**config.mk**
```make
export PLATFORM = sky130hd
export DESIGN_NAME = ethernet_frame_classifier_stats_top
export DESIGN_NICKNAME = d
export VERILOG_FILES = /design/src/sv/efcs_pkg.sv /design/src/sv/efcs_parser.sv /design/src/sv/efcs_counters.sv /design/src/sv/ethernet_frame_classifier_stats_top.sv
export SDC_FILE = /design/constraint.sdc
export NUM_CORES = 2
export LEC_CHECK = 0
export ABC_AREA = 1
export BUFFER_PORTS_ARGS = -buffer_cell sky130_fd_sc_hd__buf_4
export CAP_MARGIN = 20
export CELL_PAD_IN_SITES_DETAIL_PLACEMENT = 1
export CELL_PAD_IN_SITES_GLOBAL_PLACEMENT = 1
export CORE_ASPECT_RATIO = 1.75
export CORE_MARGIN = 4
export CORE_UTILIZATION = 38
export DETAILED_ROUTE_END_ITERATION = 8
export PLACE_DENSITY_LB_ADDON = 0.08
export SLEW_MARGIN = 20
export SYNTH_ARGS = -nofsm -noshare
export SYNTH_HDL_FRONTEND = slang
export SYNTH_SLANG_ARGS = --single-unit
```
**constraint.sdc**
```tcl
create_clock -name clk -period 9.1 [get_ports clk]
set_clock_uncertainty 0.15 [all_clocks]
set_input_delay 2.73 -clock clk [delete_from_list [all_inputs] [get_ports clk]]
set_output_delay 2.73 -clock clk [all_outputs]
set_load 0.05 [all_outputs]
```
**src/sv/efcs_pkg.sv**
```systemverilog
package efcs_pkg;

  // Largest frame length that is counted; bytes past it are dropped.
  localparam int MAX_FRAME = 1518;
  localparam int LEN_W     = 11;

  // Request kinds on the input side and result kinds on the output side.
  localparam logic REQ_BYTE     = 1'b0;
  localparam logic REQ_READ     = 1'b1;
  localparam logic KIND_SUMMARY = 1'b0;
  localparam logic KIND_COUNTER = 1'b1;

  // Frame classes.
  localparam logic [1:0] FC_OTHER = 2'd0;
  localparam logic [1:0] FC_ARP   = 2'd1;
  localparam logic [1:0] FC_IPV4  = 2'd2;
  localparam logic [1:0] FC_IPV6  = 2'd3;

  // Layer 4 classes.
  localparam logic [2:0] L4_NONE    = 3'd0;
  localparam logic [2:0] L4_ICMP    = 3'd1;
  localparam logic [2:0] L4_UDP     = 3'd2;
  localparam logic [2:0] L4_TCP     = 3'd3;
  localparam logic [2:0] L4_ICMP6   = 3'd4;
  localparam logic [2:0] L4_ROUTING = 3'd5;
  localparam logic [2:0] L4_OTHER   = 3'd6;

  // Message kinds.
  localparam logic [1:0] MK_NONE    = 2'd0;
  localparam logic [1:0] MK_REQUEST = 2'd1;
  localparam logic [1:0] MK_REPLY   = 2'd2;

  // Application classes by destination port.
  localparam logic [2:0] APP_NONE  = 3'd0;
  localparam logic [2:0] APP_DNS   = 3'd1;
  localparam logic [2:0] APP_DHCP  = 3'd2;
  localparam logic [2:0] APP_HTTP  = 3'd3;
  localparam logic [2:0] APP_HTTPS = 3'd4;

  // Header constants.
  localparam logic [15:0] ET_ARP        = 16'h0806;
  localparam logic [15:0] ET_IPV4       = 16'h0800;
  localparam logic [7:0]  ET_IPV6_HI    = 8'h86;
  localparam logic [7:0]  ET_IPV6_LO    = 8'hdd;
  localparam logic [15:0] ET_IPV6       = {ET_IPV6_HI, ET_IPV6_LO};
  localparam logic [7:0]  IPP_ICMP      = 8'd1;
  localparam logic [7:0]  IPP_TCP       = 8'd6;
  localparam logic [7:0]  IPP_UDP       = 8'd17;
  localparam logic [7:0]  IPP_ROUTING   = 8'd43;
  localparam logic [7:0]  IPP_ICMP6     = 8'd58;
  localparam logic [15:0] ARP_OP_REQ    = 16'd1;
  localparam logic [15:0] ARP_OP_REP    = 16'd2;
  localparam logic [7:0]  ICMP_ECHO_REQ = 8'd8;
  localparam logic [7:0]  ICMP_ECHO_REP = 8'd0;
  localparam logic [7:0]  ICMP6_ECHO_REQ = 8'h80;
  localparam logic [7:0]  ICMP6_ECHO_REP = 8'h81;
  localparam logic [15:0] PORT_DNS      = 16'd53;
  localparam logic [15:0] PORT_DHCP_SRV = 16'd67;
  localparam logic [15:0] PORT_DHCP_CLI = 16'd68;
  localparam logic [15:0] PORT_HTTP     = 16'd80;
  localparam logic [15:0] PORT_HTTPS    = 16'd443;
  localparam logic [6:0]  IPV6_L4_OFS   = 7'd54;
  localparam logic [6:0]  IPV4_HDR_OFS  = 7'd14;

  // Byte positions of the captured header bytes.
  localparam logic [LEN_W-1:0] POS_ET_HI = 11'd12;
  localparam logic [LEN_W-1:0] POS_ET_LO = 11'd13;
  localparam logic [LEN_W-1:0] POS_VIHL  = 11'd14;
  localparam logic [LEN_W-1:0] POS_B20   = 11'd20;
  localparam logic [LEN_W-1:0] POS_B21   = 11'd21;
  localparam logic [LEN_W-1:0] POS_B23   = 11'd23;

  // Protocol counter indexes in the counter memory.
  localparam int NUM_PCOUNT = 17;
  localparam int PC_AW      = 5;
  localparam int CI_IPV4      = 0;
  localparam int CI_IPV6      = 1;
  localparam int CI_ARP       = 2;
  localparam int CI_ARP_REQ   = 3;
  localparam int CI_ARP_REP   = 4;
  localparam int CI_ICMP      = 5;
  localparam int CI_ICMP_REQ  = 6;
  localparam int CI_ICMP_REP  = 7;
  localparam int CI_ICMP6     = 8;
  localparam int CI_ICMP6_REQ = 9;
  localparam int CI_ICMP6_REP = 10;
  localparam int CI_UDP       = 11;
  localparam int CI_TCP       = 12;
  localparam int CI_DNS       = 13;
  localparam int CI_DHCP      = 14;
  localparam int CI_HTTP      = 15;
  localparam int CI_HTTPS     = 16;

  // Counter read indexes as seen on the request side.
  localparam logic [4:0] RI_FRAMES     = 5'd0;
  localparam logic [4:0] RI_BYTES      = 5'd1;
  localparam logic [4:0] RI_MAX        = 5'd2;
  localparam logic [4:0] RI_MIN        = 5'd3;
  localparam logic [4:0] RI_PROTO_BASE = 5'd4;
  localparam logic [4:0] RI_PROTO_LAST = 5'(int'(RI_PROTO_BASE) + NUM_PCOUNT - 1);

  // Pending increments per counter; the drain pointer visits every entry
  // in turn, so a delta stays at or below NUM_PCOUNT and a
  // delta plus an in-flight snapshot stays at or below twice that.
  localparam int DELTA_W = $clog2(2 * NUM_PCOUNT + 1);

  localparam int RV_W = 48;

  typedef struct packed {
    logic [1:0]       frame_class;
    logic [2:0]       l4_class;
    logic [1:0]       msg_kind;
    logic [15:0]      source_port;
    logic [15:0]      dest_port;
    logic [2:0]       app_class;
    logic [LEN_W-1:0] frame_length;
  } summary_t;

  typedef struct packed {
    logic             rd_en;
    logic [PC_AW-1:0] rd_addr;
  } ctr_req_t;

endpackage

```
**src/sv/efcs_parser.sv**
```systemverilog
module efcs_parser (
  input  logic                        clk,
  input  logic                        rst_n,
  input  logic                        byte_en,
  input  logic [7:0]                  data_byte,
  input  logic                        last_byte,
  output efcs_pkg::summary_t          summary,
  output logic [efcs_pkg::NUM_PCOUNT-1:0] bump
);

  localparam int LW = efcs_pkg::LEN_W;

  logic [LW-1:0] pos_r;
  logic [6:0]    l4_ofs_r;
  logic [7:0]    et_hi_r, et_lo_r, b20_r, b21_r, b23_r;
  logic [7:0]    l4b_r [4];

  logic [7:0]    et_hi_nxt, et_lo_nxt, b20_nxt, b21_nxt, b23_nxt;
  logic [7:0]    l4b_nxt [4];
  logic [6:0]    l4_ofs_nxt;
  logic [6:0]    l4_eff;
  logic [LW-1:0] l4_diff;
  logic          pos_ok, cap, in_l4;
  logic [LW-1:0] pos_nxt;

  assign pos_ok = pos_r < LW'(efcs_pkg::MAX_FRAME);
  assign cap    = byte_en && pos_ok;
  assign pos_nxt = pos_ok ? pos_r + LW'(1) : pos_r;

  // The L4 offset is fixed for IPv6 and follows the IHL nibble otherwise.
  always_comb begin
    l4_ofs_nxt = l4_ofs_r;
    if (cap && pos_r == efcs_pkg::POS_VIHL) begin
      if (et_hi_r == efcs_pkg::ET_IPV6_HI && et_lo_r == efcs_pkg::ET_IPV6_LO) begin
        l4_ofs_nxt = efcs_pkg::IPV6_L4_OFS;
      end else begin
        l4_ofs_nxt = 7'({data_byte[3:0], 2'b00}) + efcs_pkg::IPV4_HDR_OFS;
      end
    end
  end

  assign l4_eff  = (pos_r == efcs_pkg::POS_VIHL) ? l4_ofs_nxt : l4_ofs_r;
  assign l4_diff = pos_r - LW'(l4_eff);
  assign in_l4   = (pos_r >= efcs_pkg::POS_VIHL) && (pos_r >= LW'(l4_eff)) &&
                   (l4_diff < LW'(4));

  always_comb begin
    et_hi_nxt = (cap && pos_r == efcs_pkg::POS_ET_HI) ? data_byte : et_hi_r;
    et_lo_nxt = (cap && pos_r == efcs_pkg::POS_ET_LO) ? data_byte : et_lo_r;
    b20_nxt   = (cap && pos_r == efcs_pkg::POS_B20)   ? data_byte : b20_r;
    b21_nxt   = (cap && pos_r == efcs_pkg::POS_B21)   ? data_byte : b21_r;
    b23_nxt   = (cap && pos_r == efcs_pkg::POS_B23)   ? data_byte : b23_r;
    for (int k = 0; k < 4; k++) begin
      l4b_nxt[k] = (cap && in_l4 && l4_diff[1:0] == 2'(k)) ? data_byte : l4b_r[k];
    end
  end

  always_ff @(posedge clk) begin
    if (!rst_n) begin
      pos_r    <= '0;
      l4_ofs_r <= '0;
      et_hi_r  <= '0;
      et_lo_r  <= '0;
      b20_r    <= '0;
      b21_r    <= '0;
      b23_r    <= '0;
      for (int k = 0; k < 4; k++) l4b_r[k] <= '0;
    end else if (byte_en) begin
      if (last_byte) begin
        pos_r    <= '0;
        l4_ofs_r <= '0;
        et_hi_r  <= '0;
        et_lo_r  <= '0;
        b20_r    <= '0;
        b21_r    <= '0;
        b23_r    <= '0;
        for (int k = 0; k < 4; k++) l4b_r[k] <= '0;
      end else begin
        pos_r    <= pos_nxt;
        l4_ofs_r <= l4_ofs_nxt;
        et_hi_r  <= et_hi_nxt;
        et_lo_r  <= et_lo_nxt;
        b20_r    <= b20_nxt;
        b21_r    <= b21_nxt;
        b23_r    <= b23_nxt;
        for (int k = 0; k < 4; k++) l4b_r[k] <= l4b_nxt[k];
      end
    end
  end

  // Classification sees the header including the byte being taken now.
  always_comb begin
    logic [15:0] et, op, sp, dp;
    logic        is_udp, is_tcp;
    et     = {et_hi_nxt, et_lo_nxt};
    op     = {b20_nxt, b21_nxt};
    sp     = {l4b_nxt[0], l4b_nxt[1]};
    dp     = {l4b_nxt[2], l4b_nxt[3]};
    is_udp = 1'b0;
    is_tcp = 1'b0;
    summary = '0;
    bump    = '0;
    summary.frame_length = pos_nxt;
    if (et == efcs_pkg::ET_ARP) begin
      bump[efcs_pkg::CI_ARP] = 1'b1;
      summary.frame_class = efcs_pkg::FC_ARP;
      if (op == efcs_pkg::ARP_OP_REQ) begin
        summary.msg_kind = efcs_pkg::MK_REQUEST;
        bump[efcs_pkg::CI_ARP_REQ] = 1'b1;
      end else if (op == efcs_pkg::ARP_OP_REP) begin
        summary.msg_kind = efcs_pkg::MK_REPLY;
        bump[efcs_pkg::CI_ARP_REP] = 1'b1;
      end
    end else if (et == efcs_pkg::ET_IPV4) begin
      bump[efcs_pkg::CI_IPV4] = 1'b1;
      summary.frame_class = efcs_pkg::FC_IPV4;
      if (b23_nxt == efcs_pkg::IPP_ICMP) begin
        bump[efcs_pkg::CI_ICMP] = 1'b1;
        summary.l4_class = efcs_pkg::L4_ICMP;
        if (l4b_nxt[0] == efcs_pkg::ICMP_ECHO_REQ) begin
          summary.msg_kind = efcs_pkg::MK_REQUEST;
          bump[efcs_pkg::CI_ICMP_REQ] = 1'b1;
        end else if (l4b_nxt[0] == efcs_pkg::ICMP_ECHO_REP) begin
          summary.msg_kind = efcs_pkg::MK_REPLY;
          bump[efcs_pkg::CI_ICMP_REP] = 1'b1;
        end
      end else if (b23_nxt == efcs_pkg::IPP_UDP) begin
        is_udp = 1'b1;
      end else if (b23_nxt == efcs_pkg::IPP_TCP) begin
        is_tcp = 1'b1;
      end else begin
        summary.l4_class = efcs_pkg::L4_OTHER;
      end
    end else if (et == efcs_pkg::ET_IPV6) begin
      bump[efcs_pkg::CI_IPV6] = 1'b1;
      summary.frame_class = efcs_pkg::FC_IPV6;
      if (b20_nxt == efcs_pkg::IPP_UDP) begin
        is_udp = 1'b1;
      end else if (b20_nxt == efcs_pkg::IPP_TCP) begin
        is_tcp = 1'b1;
      end else if (b20_nxt == efcs_pkg::IPP_ICMP6) begin
        bump[efcs_pkg::CI_ICMP6] = 1'b1;
        summary.l4_class = efcs_pkg::L4_ICMP6;
        if (l4b_nxt[0] == efcs_pkg::ICMP6_ECHO_REQ) begin
          summary.msg_kind = efcs_pkg::MK_REQUEST;
          bump[efcs_pkg::CI_ICMP6_REQ] = 1'b1;
        end else if (l4b_nxt[0] == efcs_pkg::ICMP6_ECHO_REP) begin
          summary.msg_kind = efcs_pkg::MK_REPLY;
          bump[efcs_pkg::CI_ICMP6_REP] = 1'b1;
        end
      end else if (b20_nxt == efcs_pkg::IPP_ROUTING) begin
        summary.l4_class = efcs_pkg::L4_ROUTING;
      end else begin
        summary.l4_class = efcs_pkg::L4_OTHER;
      end
    end

    if (is_udp || is_tcp) begin
      summary.source_port = sp;
      summary.dest_port   = dp;
    end
    if (is_udp) begin
      bump[efcs_pkg::CI_UDP] = 1'b1;
      summary.l4_class = efcs_pkg::L4_UDP;
      if (dp == efcs_pkg::PORT_DNS) begin
        summary.app_class = efcs_pkg::APP_DNS;
        bump[efcs_pkg::CI_DNS] = 1'b1;
      end else if (dp == efcs_pkg::PORT_DHCP_SRV || dp == efcs_pkg::PORT_DHCP_CLI) begin
        summary.app_class = efcs_pkg::APP_DHCP;
        bump[efcs_pkg::CI_DHCP] = 1'b1;
      end
    end
    if (is_tcp) begin
      bump[efcs_pkg::CI_TCP] = 1'b1;
      summary.l4_class = efcs_pkg::L4_TCP;
      if (dp == efcs_pkg::PORT_HTTP) begin
        summary.app_class = efcs_pkg::APP_HTTP;
        bump[efcs_pkg::CI_HTTP] = 1'b1;
      end else if (dp == efcs_pkg::PORT_HTTPS) begin
        summary.app_class = efcs_pkg::APP_HTTPS;
        bump[efcs_pkg::CI_HTTPS] = 1'b1;
      end else if (dp == efcs_pkg::PORT_DNS) begin
        summary.app_class = efcs_pkg::APP_DNS;
        bump[efcs_pkg::CI_DNS] = 1'b1;
      end
    end
  end

endmodule

```
**src/sv/efcs_counters.sv**
```systemverilog
module efcs_counters (
  input  logic                            clk,
  input  logic                            rst_n,
  input  logic [efcs_pkg::NUM_PCOUNT-1:0] bump,
  input  efcs_pkg::ctr_req_t              req,
  output logic [31:0]                     rd_value
);

  localparam int N  = efcs_pkg::NUM_PCOUNT;
  localparam int AW = efcs_pkg::PC_AW;
  localparam int DW = efcs_pkg::DELTA_W;

  // Counter memory: one write port, two read ports (drain and host read).
  logic [31:0]   mem [N];
  logic [N-1:0]  valid_r;

  logic [DW-1:0] delta_r [N];
  logic [AW-1:0] dr_ptr_r;
  logic [AW-1:0] wr_addr_r;
  logic          wr_pend_r;
  logic [31:0]   dr_q_r;
  logic [DW-1:0] snap_r;
  logic [31:0]   rd_q_r;
  logic [DW-1:0] extra_r;
  logic [AW-1:0] dr_ptr_nxt;

  assign dr_ptr_nxt = (dr_ptr_r == AW'(N - 1)) ? '0 : dr_ptr_r + AW'(1);

  // Drain: read entry at the pointer and take its pending delta; in the next
  // cycle write the sum back. Pending deltas absorb new increments meanwhile.
  always_ff @(posedge clk) begin
    if (!rst_n) begin
      dr_ptr_r  <= '0;
      wr_pend_r <= 1'b0;
      valid_r   <= '0;
      for (int i = 0; i < N; i++) delta_r[i] <= '0;
    end else begin
      dr_ptr_r  <= dr_ptr_nxt;
      wr_pend_r <= 1'b1;
      if (wr_pend_r) valid_r[wr_addr_r] <= 1'b1;
      for (int i = 0; i < N; i++) begin
        if (dr_ptr_r == AW'(i)) begin
          delta_r[i] <= DW'(bump[i]);
        end else begin
          delta_r[i] <= delta_r[i] + DW'(bump[i]);
        end
      end
    end
  end

  always_ff @(posedge clk) begin
    if (wr_pend_r) mem[wr_addr_r] <= dr_q_r + 32'(snap_r);
    wr_addr_r <= dr_ptr_r;
    snap_r    <= delta_r[dr_ptr_r];
    dr_q_r    <= valid_r[dr_ptr_r] ? mem[dr_ptr_r] : '0;
  end

  // Host read: memory word plus pending delta plus any snapshot whose
  // write-back lands at this same edge.
  always_ff @(posedge clk) begin
    if (req.rd_en) begin
      rd_q_r  <= valid_r[req.rd_addr] ? mem[req.rd_addr] : '0;
      extra_r <= delta_r[req.rd_addr] +
                 ((wr_pend_r && wr_addr_r == req.rd_addr) ? snap_r : DW'(0));
    end
  end

  assign rd_value = rd_q_r + 32'(extra_r);

`ifndef NO_ASSERTIONS
  a_ptr_range: assert property (@(posedge clk) disable iff (!rst_n)
    dr_ptr_r < AW'(N))
    else $error("drain pointer out of range");
  a_snap_bound: assert property (@(posedge clk) disable iff (!rst_n)
    wr_pend_r |-> snap_r <= DW'(N))
    else $error("pending delta grew beyond one drain round");
  a_rd_range: assert property (@(posedge clk) disable iff (!rst_n)
    req.rd_en |-> req.rd_addr < AW'(N))
    else $error("counter read address out of range");
  a_wr_follows: assert property (@(posedge clk) disable iff (!rst_n)
    wr_pend_r |-> wr_addr_r == $past(dr_ptr_r))
    else $error("write-back address does not follow drain read");
`endif

endmodule

```
**src/sv/ethernet_frame_classifier_stats_top.sv**
```systemverilog
// Channel | Direction | Handshake              | Payload
// in_     | input     | in_tvalid / in_tready   | tuser req_type, tlast last_byte,
//         |           |                         | tdata data_byte, counter_index
// out_    | output    | out_tvalid / out_tready | tuser out_kind, tdata summary
//         |           |                         | fields and read_value
//
// One item is taken per cycle while in_tready is high; a read or a frame's last byte yields a result via two registers.
// Reset (rst_n low, synchronous) clears the parser, the statistics registers,
// the counter valid bits and the pending counter deltas; no clearing pass.
// The input stalls only when both the result stage and the output register
// hold transfers that the sink has not yet taken.
module ethernet_frame_classifier_stats_top (
  input  logic         clk,
  input  logic         rst_n,
  input  logic         in_tvalid,
  output logic         in_tready,
  input  logic [15:0]  in_tdata,   // [7:0] data_byte, [12:8] counter_index, [15:13] zero
  input  logic         in_tlast,   // last_byte
  input  logic         in_tuser,   // req_type
  output logic         out_tvalid,
  input  logic         out_tready,
  output logic [103:0] out_tdata,  // [1:0] frame_class, [4:2] l4_class, [6:5] msg_kind,
                                   // [22:7] source_port, [38:23] dest_port,
                                   // [41:39] app_class, [52:42] frame_length,
                                   // [100:53] read_value, [103:101] zero
  output logic         out_tuser   // out_kind
);

  localparam int LW = efcs_pkg::LEN_W;
  localparam int RW = efcs_pkg::RV_W;

  logic                            in_acc;
  logic                            is_read, is_byte, frame_end;
  logic [7:0]                      data_byte;
  logic [4:0]                      cidx;
  efcs_pkg::summary_t              summary;
  logic [efcs_pkg::NUM_PCOUNT-1:0] bump_raw, bump;
  efcs_pkg::ctr_req_t              creq;
  logic [31:0]                     mem_value;

  // Frame statistics that live in flip-flops.
  logic [31:0]   frame_cnt_r;
  logic [RW-1:0] byte_sum_r;
  logic [LW-1:0] max_len_r, min_len_r;

  // Result stage and output register.
  logic                 s1_v_r, s1_kind_r, s1_mem_r;
  logic [RW-1:0]        s1_val_r;
  efcs_pkg::summary_t   s1_sum_r;
  logic                 s1_go, s1_load;
  logic [RW-1:0]        rd_val;
  logic                 out_v_r, out_kind_r;
  efcs_pkg::summary_t   out_sum_r;
  logic [RW-1:0]        out_val_r;

  assign data_byte = in_tdata[7:0];
  assign cidx      = in_tdata[12:8];
  assign in_acc    = in_tvalid && in_tready;
  assign is_read   = in_acc && (in_tuser == efcs_pkg::REQ_READ);
  assign is_byte   = in_acc && (in_tuser == efcs_pkg::REQ_BYTE);
  assign frame_end = is_byte && in_tlast;

  efcs_parser u_parser (
    .clk       (clk),
    .rst_n     (rst_n),
    .byte_en   (is_byte),
    .data_byte (data_byte),
    .last_byte (in_tlast),
    .summary   (summary),
    .bump      (bump_raw)
  );

  assign bump = frame_end ? bump_raw : '0;

  // Protocol counters are read from memory only for their index range.
  assign creq.rd_en   = is_read && cidx >= efcs_pkg::RI_PROTO_BASE &&
                        cidx <= efcs_pkg::RI_PROTO_LAST;
  assign creq.rd_addr = efcs_pkg::PC_AW'(cidx - efcs_pkg::RI_PROTO_BASE);

  // A counter read uses the host read port of the counter memory, which is
  // registered; frame ends add to per-counter deltas that a drain reads over the
  // memory's second read port and writes back, one entry per cycle.
  efcs_counters u_counters (
    .clk      (clk),
    .rst_n    (rst_n),
    .bump     (bump),
    .req      (creq),
    .rd_value (mem_value)
  );

  // Length statistics; a minimum of zero means no frame seen yet.
  always_ff @(posedge clk) begin
    if (!rst_n) begin
      frame_cnt_r <= '0;
      byte_sum_r  <= '0;
      max_len_r   <= '0;
      min_len_r   <= '0;
    end else if (frame_end) begin
      frame_cnt_r <= frame_cnt_r + 32'd1;
      byte_sum_r  <= byte_sum_r + RW'(summary.frame_length);
      if (summary.frame_length > max_len_r) max_len_r <= summary.frame_length;
      if (summary.frame_length < min_len_r || min_len_r == '0) begin
        min_len_r <= summary.frame_length;
      end
    end
  end

  // Register-held counters are picked at the accepting edge.
  always_comb begin
    unique case (cidx)
      efcs_pkg::RI_FRAMES: rd_val = RW'(frame_cnt_r);
      efcs_pkg::RI_BYTES:  rd_val = byte_sum_r;
      efcs_pkg::RI_MAX:    rd_val = RW'(max_len_r);
      efcs_pkg::RI_MIN:    rd_val = RW'(min_len_r);
      default:             rd_val = '0;
    endcase
  end

  // The result stage moves on when the output register is empty or drains.
  // Because a new read is only taken when the stage moves, the memory's read
  // register holds its word for as long as the stage waits.
  assign s1_go     = !out_v_r || out_tready;
  assign in_tready = !s1_v_r || s1_go;
  assign s1_load   = is_read || frame_end;

  always_ff @(posedge clk) begin
    if (!rst_n) begin
      s1_v_r  <= 1'b0;
      out_v_r <= 1'b0;
    end else begin
      if (s1_load) begin
        s1_v_r <= 1'b1;
      end else if (s1_go) begin
        s1_v_r <= 1'b0;
      end
      if (s1_go) out_v_r <= s1_v_r;
    end
  end

  always_ff @(posedge clk) begin
    if (s1_load) begin
      if (is_read) begin
        s1_kind_r <= efcs_pkg::KIND_COUNTER;
        s1_mem_r  <= creq.rd_en;
        s1_val_r  <= rd_val;
        s1_sum_r  <= '0;
      end else begin
        s1_kind_r <= efcs_pkg::KIND_SUMMARY;
        s1_mem_r  <= 1'b0;
        s1_val_r  <= '0;
        s1_sum_r  <= summary;
      end
    end
    if (s1_go && s1_v_r) begin
      out_kind_r <= s1_kind_r;
      out_sum_r  <= s1_sum_r;
      out_val_r  <= s1_mem_r ? RW'(mem_value) : s1_val_r;
    end
  end

  assign out_tvalid = out_v_r;
  assign out_tuser  = out_kind_r;
  assign out_tdata  = {3'b000, out_val_r, out_sum_r.frame_length, out_sum_r.app_class,
                       out_sum_r.dest_port, out_sum_r.source_port, out_sum_r.msg_kind,
                       out_sum_r.l4_class, out_sum_r.frame_class};

endmodule
```
Word-level counts from Yosys, hierarchy flattened

Memory sizes are Yosys's and may differ from the RTL's. A register that Yosys moved wholly into a read port is not among the register bits.
Index checks and enable logic that the tools add are counted.

Add/subtract/negate cells: 27
Multiply operators: 0
Div/mod/pow operators: 0
$lt $le $gt $ge: 12
Eq/ne operators: 51
Shift-type cells: 0
Multiplexer cells: 267
Bitwise gates (word level): 46
Reductions and logical operators: 46

Operators with widths:

| cell                                                                    | number |
|---|---|
| 6-bit 2-to-1 mux                                                        | 36 |
| 48-bit one-hot mux with 4 select lines                                  | 1 |
| 8-bit 2-to-1 mux                                                        | 22 |
| 1-bit 2-to-1 mux                                                        | 157 |
| 6-bit by 1-bit adder with 6-bit output                                  | 17 |
| 32-bit by 6-bit adder with 32-bit output                                | 2 |
| 3-bit 2-to-1 mux                                                        | 17 |
| 48-bit by 11-bit adder with 48-bit output                               | 1 |
| 16-bit by 7-bit equality test with 1-bit output, second input constant  | 3 |
| 7-bit 2-to-1 mux                                                        | 6 |
| 1-bit OR                                                                | 42 |
| 5-bit by 4-bit equality test with 1-bit output, second input constant   | 8 |
| 2-bit 2-to-1 mux                                                        | 19 |
| 11-bit by 4-bit equality test with 1-bit output, second input constant  | 3 |
| 11-bit by 5-bit equality test with 1-bit output, second input constant  | 3 |
| 32-bit by 1-bit adder with 32-bit output, second input constant         | 1 |
| 16-bit by 12-bit equality test with 1-bit output, second input constant | 2 |
| 8-bit equality test, second input constant                              | 4 |
| 32-bit 2-to-1 mux                                                       | 1 |
| 1-bit logical AND                                                       | 24 |
| 11-bit 2-to-1 mux                                                       | 2 |
| 5-bit by 2-bit equality test with 1-bit output, second input constant   | 4 |
| 5-bit by 3-bit equality test with 1-bit output, second input constant   | 4 |
| 5-bit by 6-bit < comparator with 1-bit output, second input constant    | 3 |
| 46 further kinds                                                        | 67 |

Register bits after elaboration: 401
Latch bits: 0
Memory bits (writable): 678
Bits in read-only memories: 0
Bits of input ports: 22
Output and inout bits: 107
Memories: 3

Memories:

| name               | depth | bits a word | read ports | clocked after memory_dff | write ports | line                | RTL |
|---|---|---|---|---|---|---|---|
| u_counters.mem     | 17    | 32          | 2          | 2                        | 1           | efcs_counters.sv:14 | `logic [31:0] mem [N];` |
| u_counters.delta_r | 17    | 6           | 19         | 1                        | 17          | efcs_counters.sv:17 | `logic [DW-1:0] delta_r [N];` |
| u_parser.l4b_r     | 4     | 8           | 4          | 0                        | 4           | efcs_parser.sv:16   | `logic [7:0] l4b_r [4];` |

Longest topological paths before layout

Depth after elaboration: 27
Gate-level depth with buffers: 40

Hierarchy

Synthesis repeated with hierarchy kept, for this count alone.

Cell total of the unflattened synthesis: 7613
Area total of the unflattened synthesis: 62663.8 µm²

Modules (own cells, without submodules):

| module                              | instances | cells each | area each (µm²) |
|---|---|---|---|
| efcs_counters                       | 1         | 5067       | 41781.3 |
| ethernet_frame_classifier_stats_top | 1         | 1624       | 14823.0 |
| efcs_parser                         | 1         | 922        | 6059.6 |

Worst setup path before layout

No wires, ideal clock.

Path type: input to register
From: in out_tready
To: reg out_sum_r (netlist bit out_tdata[0]), enable pin
Library setup time: 596 ps
Data arrival time: 7655 ps
Data required time: 8354 ps
Setup slack: 699 ps
Cell stages on the path: 2
Buffers on the path: 0
Cells stage by stage: inv_2 > a21oi_1

Longest elaborated chain between the ends: 2

RTL lines:

| item                   | line                                       | RTL |
|---|---|---|
| start: declaration     | ethernet_frame_classifier_stats_top.sv:21  | `input logic out_tready,` |
| 1-bit logical OR       | ethernet_frame_classifier_stats_top.sv:122 | `assign s1_go = !out_v_r \|\| out_tready;` |
| 1-bit logical AND      | ethernet_frame_classifier_stats_top.sv:154 | `if (s1_go && s1_v_r) begin` |
| end signal: assignment | ethernet_frame_classifier_stats_top.sv:156 | `out_sum_r <= s1_sum_r;` |
| end: declaration       | ethernet_frame_classifier_stats_top.sv:53  | `efcs_pkg::summary_t out_sum_r;` |

Every way passes these cells.
A chain may end at the register's enable or synchronous reset.

==> impl_metrics.tcl <==
set metrics [dict create \
    crit_type "primary input to flop" \
    avgSynthCellArea_um2 9.311 \
    grt_pass1_vias 48740 \
    cts_setup_buffers 0 \
    start_util_pct 38.27 \
    crit_slowest_cell "nor3_1" \
    hp-class "flop to flop" \
    insertion_delay_ns 0.76 \
    cts_buffer_depth 3 \
    synth-edff-count 913 \
    ys_seq_area_share_pct 57.19 \
    async_flop_share_pct 0 \
    yosysMostFrequentCell "nand2_1" \
    cts_buffers 113 \
    grt_pass1_wl_mm 317.1 \
    rows 186 \
    globalplace.congestion 0.8582 \
    avgRoutedWirePerCell_um 26.43 \
    io_buffers 122 \
    clockRootBuffer "clkbuf_16" \
    drtIter0Drc 2942 \
    r2r_slack_ns 2.81 \
    hold_buffers 0 \
    core_um2 146800 \
    yosysWarnings 0 \
    worst-path-max-fanout 20 \
    maxCapViolations 0 \
    synthCells 6036 \
    grt_max_degree 156 \
    hold_violations 0 \
    pin_count 129 \
    path_clk_slew_ns 0.06 \
    route.vias.total 46570 \
    cp-start-kind "primary input" \
    synthesis.area_um2 56200 \
    slew_headroom_pct 22.68 \
    synth_top_area_cell "edfxtp_1" \
    areaGrowthSynthToFinish_pct 13.73 \
    yosysTopAreaCellShare_pct 48.78 \
    hold_slack_ns 0.2465 \
    dp_hpwl_mm 142.6 \
    crit_path_end_kind "flop" \
    clock.fmax_mhz 128.6 \
    crit_buf_inv 6 \
    viasPerCell 5.653 \
    htree_levels 3 \
    status "finished, final reports clean" \
    ant_nets 0 \
    synth_cell_types 66 \
    arrival_ns 8.13 \
    layout.nets 6292 \
    fp.dieW_um 298.7 \
    placed_cell_area_um2 59870 \
    critPathRequiredTime_ns 9.45 \
    final.min_clock_period_ns 7.774 \
    synthFlopType "edfxtp_1" \
    pre_cts_ws_ns 0.5654 \
    design_area_um2 63920 \
    setup_viol 0 \
    grt_setup_unrepaired "false" \
    gr-total-overflow 0 \
    cts-resized-gates 0 \
    dr.pass1.iters 5 \
    ir_drop_mv 0.1758 \
    drive_gt1_share_pct 8.783 \
    cp_common_cell "nand2_1" \
    cp_top_family "simple AND/OR/NAND/NOR gates" \
    fin_tns_setup_ns 0 \
    cts_tree "yes" \
    period_share_pct 85.43 \
    routed_wl_mm 217.7 \
    synth_common_cells "1014 x nand2_1, 913 x edfxtp_1, 674 x nor2_1" \
    antenna_found_initial 5 \
    grtUsageTotal_pct 27.54 \
    finalMaxSlewViolations 0 \
    dieArea_um2 154400 \
    p_per_area_nw_per_um2 198.1 \
    setup_slack_ns 1.326 \
    slowest_delay_ns 0.48 \
    die_h_um 516.8 \
    synth_seq_cells 1149 \
    synth_area_leaders "edfxtp_1 49%, dfxtp_1 8.4%, nand2_1 6.8%" \
    cts_sinks 1149 \
    drcViolationCount 0 \
    power.leakage_uw 0.02393 \
    worstMarginPinSlew_ns 1.149 \
]
## stage by stage
step	total power, uW	cells	util [%]
after detailed placement	7775	8020	40.77
after CTS	12760	8235	43.44
after global routing	13120	8237	43.53
final	12660	8238	43.53
after floorplan	7105	6139	-
after global placement	7740	8019	40.73
## path summary, 6_finish.rpt
check,to,startpoint,cells past startpoint
hold reg to reg,out_tdata[38],s1_sum_r[29],0
setup / recovery,u_counters.delta_r[14][4],out_tready,34
setup reg to reg,u_counters.delta_r[14][4],u_parser.pos_r[4],32
hold / removal,out_tdata[38],s1_sum_r[29],0
## area by class of cell
| cell class | instances | area, um2 |
|---|---|---|
| diodes | 2 | 5.005 |
| clock buffers | 145 | 3141 |
| clock inverters | 70 | 780.7 |
| fillers | 16660 | 82930 |
| inverters | 612 | 2311 |
| multi-input cells | 4064 | 21300 |
| flip-flops and latches | 1149 | 32150 |
| well taps | 1974 | 2470 |
| repair buffers | 222 | 1762 |
## cells in the final DEF (no fill, tap or decap), drive strengths merged, types with 9 or more instances in the layout
master   instances
a21oi          395
a221oi          43
a22oi          130
a311oi          14
a31oi           25
a32o            15
buf            222
bufinv          11
clkbuf         145
clkinv          55
conb           105
dfxtp          236
edfxtp         913
ha             103
inv            608
nand2         1024
nand3          267
nand4           98
nor2           692
nor3           127
nor4            27
o2111ai         22
o211ai          12
o21a            11
o21ai          616
o22ai          149
o2bb2ai          9
o311ai          11
xnor2           33
xor2            65
## routing by layer
layer | part of all wire, % | GRT usage [%]
met5 | 0.016 | 0
met3 | 3.9 | 2.793
met4 | 6.4 | 15.38
met2 | 53 | 53.04
met1 | 36 | 29.16
## kinds of logic after synthesis
logic type               share of synthesized area (%)
XOR/XNOR                                         1.527
adder cells (fa/ha/maj)                          2.471
multiplexers                                   0.06010
other                                          0.01336
AND/OR/NAND/NOR                                  17.01
buffers and inverters                            6.296
flip-flops                                       57.19
AO/OA/AOI/OAI                                    15.44
## registers in the layout, summed over array words and instances, names as in the netlist, 6 cells and up
name	cells
u_parser.et_hi_r	8
u_parser.et_lo_r	8
s1_sum_r	53
u_counters.valid_r	17
u_parser.b20_r	8
u_counters.extra_r	6
max_len_r	11
u_parser.l4_ofs_r	7
out_val_r	48
u_counters.dr_q_r	32
u_parser.l4b_r	32
out_tdata	53
byte_sum_r	48
u_parser.pos_r	11
s1_val_r	48
u_counters.mem	544
frame_cnt_r	32
u_counters.snap_r	6
u_counters.delta_r	102
min_len_r	11
u_counters.rd_q_r	32
u_parser.b21_r	8
u_parser.b23_r	8
## worst register-to-register path, delay by kind of cell, from the launching register on
family / cells / cell delay [ns]
buf+inv: 4 / 0.45
flops: 1 / 0.42
fa+ha+maj: 3 / 0.85
simple gates: 18 / 2.89
compound gates: 7 / 1.31
## power breakdown
part	switching, uW	internal (uW)	leakage, uW	total, uW
combinational	1150	378	0.0115	1530
clock	2210	2770	0.00191	4980
sequential	137	6010	0.0106	6150
No activity file was read; power rests on OpenSTA's default activity.
